**config.mk**
```make
export PLATFORM = sky130hd
export DESIGN_NAME = tkh_mem
export DESIGN_NICKNAME = d
export VERILOG_FILES = /design/src/tkh_pkg.sv /design/src/tkh_mem.sv
export SDC_FILE = /design/constraint.sdc
export NUM_CORES = 2
export LEC_CHECK = 0
export ABC_CLOCK_PERIOD_IN_PS = 5300
export BUFFER_PORTS_ARGS = -buffer_cell sky130_fd_sc_hd__buf_2
export CORE_MARGIN = 2
export CORE_UTILIZATION = 25
export DETAILED_ROUTE_END_ITERATION = 12
export HOLD_SLACK_MARGIN = 0.12
export PLACE_DENSITY = 0.47
export SETUP_SLACK_MARGIN = 0.5
export SYNTH_ARGS = -nofsm -noshare
export SYNTH_HDL_FRONTEND = slang
export SYNTH_SLANG_ARGS = --single-unit
```
**constraint.sdc**
```tcl
create_clock -name clk -period 5.3 [get_ports clk]
set_input_delay 0.265 -clock clk [delete_from_list [all_inputs] [get_ports clk]]
set_output_delay 0.265 -clock clk [all_outputs]
set_load 0.05 [all_outputs]
```
**src/tkh_pkg.sv**
```systemverilog
// Package for the top-k selection block: payload structs, heap entry type
// and fixed field widths. No dependencies.
package tkh_pkg;

	localparam int unsigned K_W     = 7;
	localparam int unsigned RANK_W  = 6;
	localparam int unsigned IDX_W   = 16;
	localparam int unsigned VAL_W   = 32;
	localparam logic [K_W-1:0] K_RESET = 7'd40;

	typedef struct packed {
		logic [IDX_W-1:0] item_index;
		logic [VAL_W-1:0] item_value;
		logic             last_item;
	} item_t;

	typedef struct packed {
		logic [RANK_W-1:0] rank;
		logic [IDX_W-1:0]  best_index;
		logic [VAL_W-1:0]  best_value;
		logic              last_result;
	} result_t;

	typedef struct packed {
		logic [IDX_W-1:0] idx;
		logic [VAL_W-1:0] val;
	} entry_t;

endpackage

```
**src/tkh_mem.sv**
```systemverilog
// Heap storage: one write port and two read ports with registered read data.
// Depends on tkh_pkg for the entry type.
module tkh_mem #(
	parameter int unsigned DEPTH = 64,
	parameter int unsigned AW    = 6
) (
	input  logic                clk,
	input  logic                we,
	input  logic [AW-1:0]       waddr,
	input  tkh_pkg::entry_t     wdata,
	input  logic [AW-1:0]       raddr_a,
	input  logic [AW-1:0]       raddr_b,
	output tkh_pkg::entry_t     rdata_a,
	output tkh_pkg::entry_t     rdata_b
);

	tkh_pkg::entry_t mem [DEPTH];

	always_ff @(posedge clk) begin
		if (we) begin
			mem[waddr] <= wdata;
		end
		rdata_a <= mem[raddr_a];
		rdata_b <= mem[raddr_b];
	end

endmodule

```
Word-level counts from Yosys, hierarchy flattened
Memory sizes are Yosys's and may differ from the RTL's. A register that Yosys moved wholly into a read port is not among the register bits.
Index checks and enable logic that the tools add are counted.
Storage, ports and cells
  output and inout port bits: 96
  RAM bits: 3072
  register bits: 0
  latch bits: 0
  memories: 1
  word-level logic and storage cells: 3
  bits in read-only memories: 0
Operators by class
  bitwise gates (word level): 0
  multiplexer cells: 2
  divide/modulo/power cells: 0
  add/sub/neg operators: 0
  $lt $le $gt $ge: 0
  shifts and indexed selects: 0
  reduce and logical (&&, ||, !) cells: 0
  multipliers: 0
  equality and inequality tests: 0
Memories
  mem: depth 64, width 48, rd ports 2, clocked after Yosys merged registers in 2, write ports 1, line tkh_mem.sv:17  | tkh_pkg::entry_t mem [DEPTH];
Operators with widths (count)
  1-bit 2-to-1 mux: 2

Longest topological paths before layout
  depth after elaboration: 2
  depth in mapped cells: 10

Least setup slack after synthesis
OpenSTA, ideal clock, no wires.
  path type: input -> register
  start: input port waddr[3]
  end: memory mem[48][0] (netlist bit) (enable)
  data arrival time: 4.037 ns
  stages: 4
  buffers on the path: 1
  slack: 0.750 ns
  setup time: 0.513 ns
  path through: clkbuf_1 > nor2b_1 > nand4b_1 > nor3_1
RTL lines
  from (decl): line tkh_mem.sv:9  | input logic [AW-1:0] waddr,
  to (decl): line tkh_mem.sv:17
No word-level cell before the write port.

==> impl_metrics.csv <==
group,metric,value,unit
power_and_ir_drop,p_leak,49.9,nW
floorplan,core,561000,um2
worst_hold_path,hold_start,"waddr[2]",
finish,drive_gt1_share,36.6,%
route,vias_per_cell,5.61,
timing,rsz0062_at_grt,"no",
clock_tree,cts_setup_buffers,0,
power_and_ir_drop,power_frac_clock,43.5,%
floorplan,initial_core_util,25.1,%
clock_tree,clk_pin_slew,0.06,ns
global_routing,grt_use_total,20.4,%
route,drt-total-wl,598000,um
worst_hold_path,hold_path.class,"input pin to flip-flop",
worst_setup_path,rrSetupSlack,2.77,ns
clock_tree,htree_levels,5,
clock_tree,clockBufferDepth,4,
synth,ys_async_sr_fraction,0,%
floorplan,die_h,755,um
timing,fin_crit_sh,58.6,%
synth,netlist.area_leader.share,65.5,%
worst_setup_path,path_cells,"dlygate4sd3_1 > buf_4 > or3_4 > buf_4 > o22ai_1 > nor4_1 > o21a_1",
clock_tree,tritoncts,"built",
synth,syn-cell-area,141000,um2
synth,ys_warn_count,0,
synth,synth_cell_types,48,
power_and_ir_drop,seqPwrFrac,47.8,%
worst_setup_path,path_delay_family,"simple AND/OR/NAND/NOR gates",
synth,synth_area_leaders,"edfxtp_1, mux4_2, o22ai_1",
route,final_antenna_net_count,0,
global_routing,antenna_found_initial,90,
worst_setup_path,critPathKind,"input pin to flip-flop",
power_and_ir_drop,ir_drop,0.278,mV
synth,synth_seq_area_share,66.8,%
worst_setup_path,crit_path_top_delay_cell,"nor4_1",
worst_setup_path,worst_setup_path_start_kind,"input pin",
worst_setup_path,cp-end-kind,"flip-flop",
place,dp_hpwl,361000,um
worst_setup_path,arrival,3.98,ns
synth,yosys.area.top_type,"edfxtp_1",
power_and_ir_drop,internal-power,44.3,mW
clock_tree,cts_resized,0,
synth,synth_flop_cell,"edfxtp_1",
worst_setup_path,max_stage_delay,1.15,ns
timing,fin_crit,3.10,ns
worst_hold_path,min_path_cells,3,
run_status,status,"finished, final reports clean",
power_and_ir_drop,power.net_switching,14.6,mW
run,drv_cap,0,
clock_tree,cts_buffers,365,
clock_tree,cts.sinks,3168,
route,detail_route.wl_per_cell,40.0,um
place,gp_congestion,0.837,
clock_tree,root_buffer,"clkbuf_16",
power_and_ir_drop,comb_power_share,8.7,%
finish,final_nets,7171,
timing,setup_viol,0,
timing,final.setup.tns,0,ns
timing,drv_slew,0,
route,firstDrtPassIters,5,
worst_setup_path,r2r-start,"mem[36][47]",
worst_setup_path,worst-path-buf-inv,3,
global_routing,grt_pass1_vias,83700,
route,drc,0,
worst_setup_path,reg2reg_to,"rdata_a[47]",
power_and_ir_drop,swShare,24.8,%
floorplan,dieWidth,755,um
worst_setup_path,critPathMostFrequentCell,"buf_4",
clock_tree,cts_hold_buf,49,
global_routing,grt_pass1_wl,791000,um
floorplan,design.die.area,570000,um2
global_routing,grt_overflow_total,0,
timing,worstMarginPinSlew,1.39,ns
worst_setup_path,critPathMaxFanout,20,
worst_setup_path,cp.required,6.18,ns
synth,synthesis.nets,6806,
clock_tree,clkLatencyLatePin,0.99,ns
timing,fin_hold_ws,0.168,ns
floorplan,rows,275,
worst_setup_path,r2r_cells,5,
synth,ys_ff_latch,3168,
finish,syn2layout_area_growth,17.4,%
synth,synth_edf_count,3072,
timing,finalHoldViolations,0,
floorplan,io_pins,164,
timing,fin_skew,0.0558,ns
route,drt_iter0_drc,12100,
timing,slew_headroom,7.29,%
synth,syn_area_per_cell,20.9,um2
timing,fmax,0.322,GHz
route,num_vias,83900,
power_and_ir_drop,power_density,356,nW/um2
synth,synthCells,6738,
global_routing,grt_start_max_net_pins,110,
place,io_buffers,163,
worst_hold_path,hold-path-endpoint,"mem[49][16]",
## cell usage in the layout (no fill, tap or decap), types with 44 or more instances in the layout
cell type / instances
o21ai_0: 44
edfxtp_1: 3072
nor2_4: 65
a22oi_1: 95
nand2_1: 103
clkbuf_16: 368
clkinv_1: 60
nor2_1: 72
diode_2: 68
dfxtp_1: 96
o22ai_1: 336
nor3_1: 56
o221ai_1: 73
dlygate4sd3_1: 49
clkinv_2: 69
buf_4: 260
buf_2: 153
mux4_2: 1535
a221oi_1: 62
clkbuf_1: 72
a22o_1: 88
a21oi_1: 71
mux2i_1: 56
buf_12: 84
## kinds of logic (layout without fill, tap and decap cells)
family / count (synthesis) / after routing / synth area share [%]
mux: 1604 / 1604 / 25.0
compound gates: 923 / 923 / 4.62
other cells: 0 / 68 / 0
buf+inv: 553 / 1224 / 1.86
flops: 3168 / 3168 / 66.8
simple gates: 490 / 490 / 1.67
## registers in the layout (all words and copies together) (netlist names)
register  count
rdata_b      48
rdata_a      48
mem        3072
## power groups by stage
stage	clock network (mW)	registers, mW	logic, mW
6_report	25.6	28.2	5.10
4_1_cts	26.0	28.2	5.11
5_1_grt	26.9	28.2	5.28
2_1_floorplan	0	28.7	2.48
3_5_place_dp	0	28.7	5.04
3_3_place_gp	0	28.7	5.03
## metrics by stage
| step | instance area, um2 | total power [mW] | util [%] | worst slack, ns | std cells |
|---|---|---|---|---|---|
| finish | 165000 | 58.9 | 29.5 | 2.20 | 15000 |
| global route | 165000 | 60.4 | 29.5 | 2.16 | 14900 |
| global placement | 153000 | 33.7 | 27.2 | 1.36 | 14200 |
| floorplan | 141000 | 31.2 | - | 0.750 | 6738 |
| CTS | 165000 | 59.3 | 29.5 | 2.36 | 14900 |
| detailed placement | 153000 | 33.8 | 27.2 | 1.41 | 14200 |
## worst register-to-register path: cells and delay by family (launching register included)
family / cells / cell delay, ns
compound gates: 4 / 2.06
flops: 1 / 0.34
mux: 1 / 0.08
## Yosys cell counts (31+ instances only)
cell,instances
o22ai_1,336
nor2_1,140
nor4_1,38
a21oi_1,71
buf_2,156
dfxtp_1,96
a22oi_1,95
nor2b_1,45
edfxtp_1,3072
buf_1,55
mux4_2,1535
buf_4,78
clkbuf_1,254
o21ai_0,44
nand2_1,113
a31oi_1,31
mux2i_1,56
o221ai_1,73
a22o_1,88
nor3_1,58
a221oi_1,63
## final cells by class
cell class	count	area [um2]
diodes	68	170
clock buffers	464	9810
clock inverters	209	2200
fillers	54200	396000
inverters	1	5.00
multi-input cells	3017	44800
flip-flops and latches	3168	94200
well taps	7479	9360
repair buffers	550	4950
## metal layers
layer	global-route usage (%)	vias to the layer above	share of wire, %
li1	-	30800	-
met1	27.4	46700	40
met2	31.9	5304	46
met3	5.09	1039	10
met4	7.44	42	4.2
met5	0	-	0.044
## how the worst max path moves through the flow
stage / from / to / slack [ns] / cells after the start
final: raddr_b[4] / rdata_b[1] / 2.20 / 7
after global routing: raddr_a[5] / rdata_a[47] / 2.16 / 7
after CTS: raddr_b[4] / rdata_b[1] / 2.36 / 7
after detailed placement: raddr_a[0] / rdata_a[17] / 1.41 / 7
after global placement: raddr_a[0] / rdata_a[17] / 1.36 / 7
after floorplan: waddr[3] / mem[48][0] / 0.75 / 4
Power figures use the tool's default switching activity.
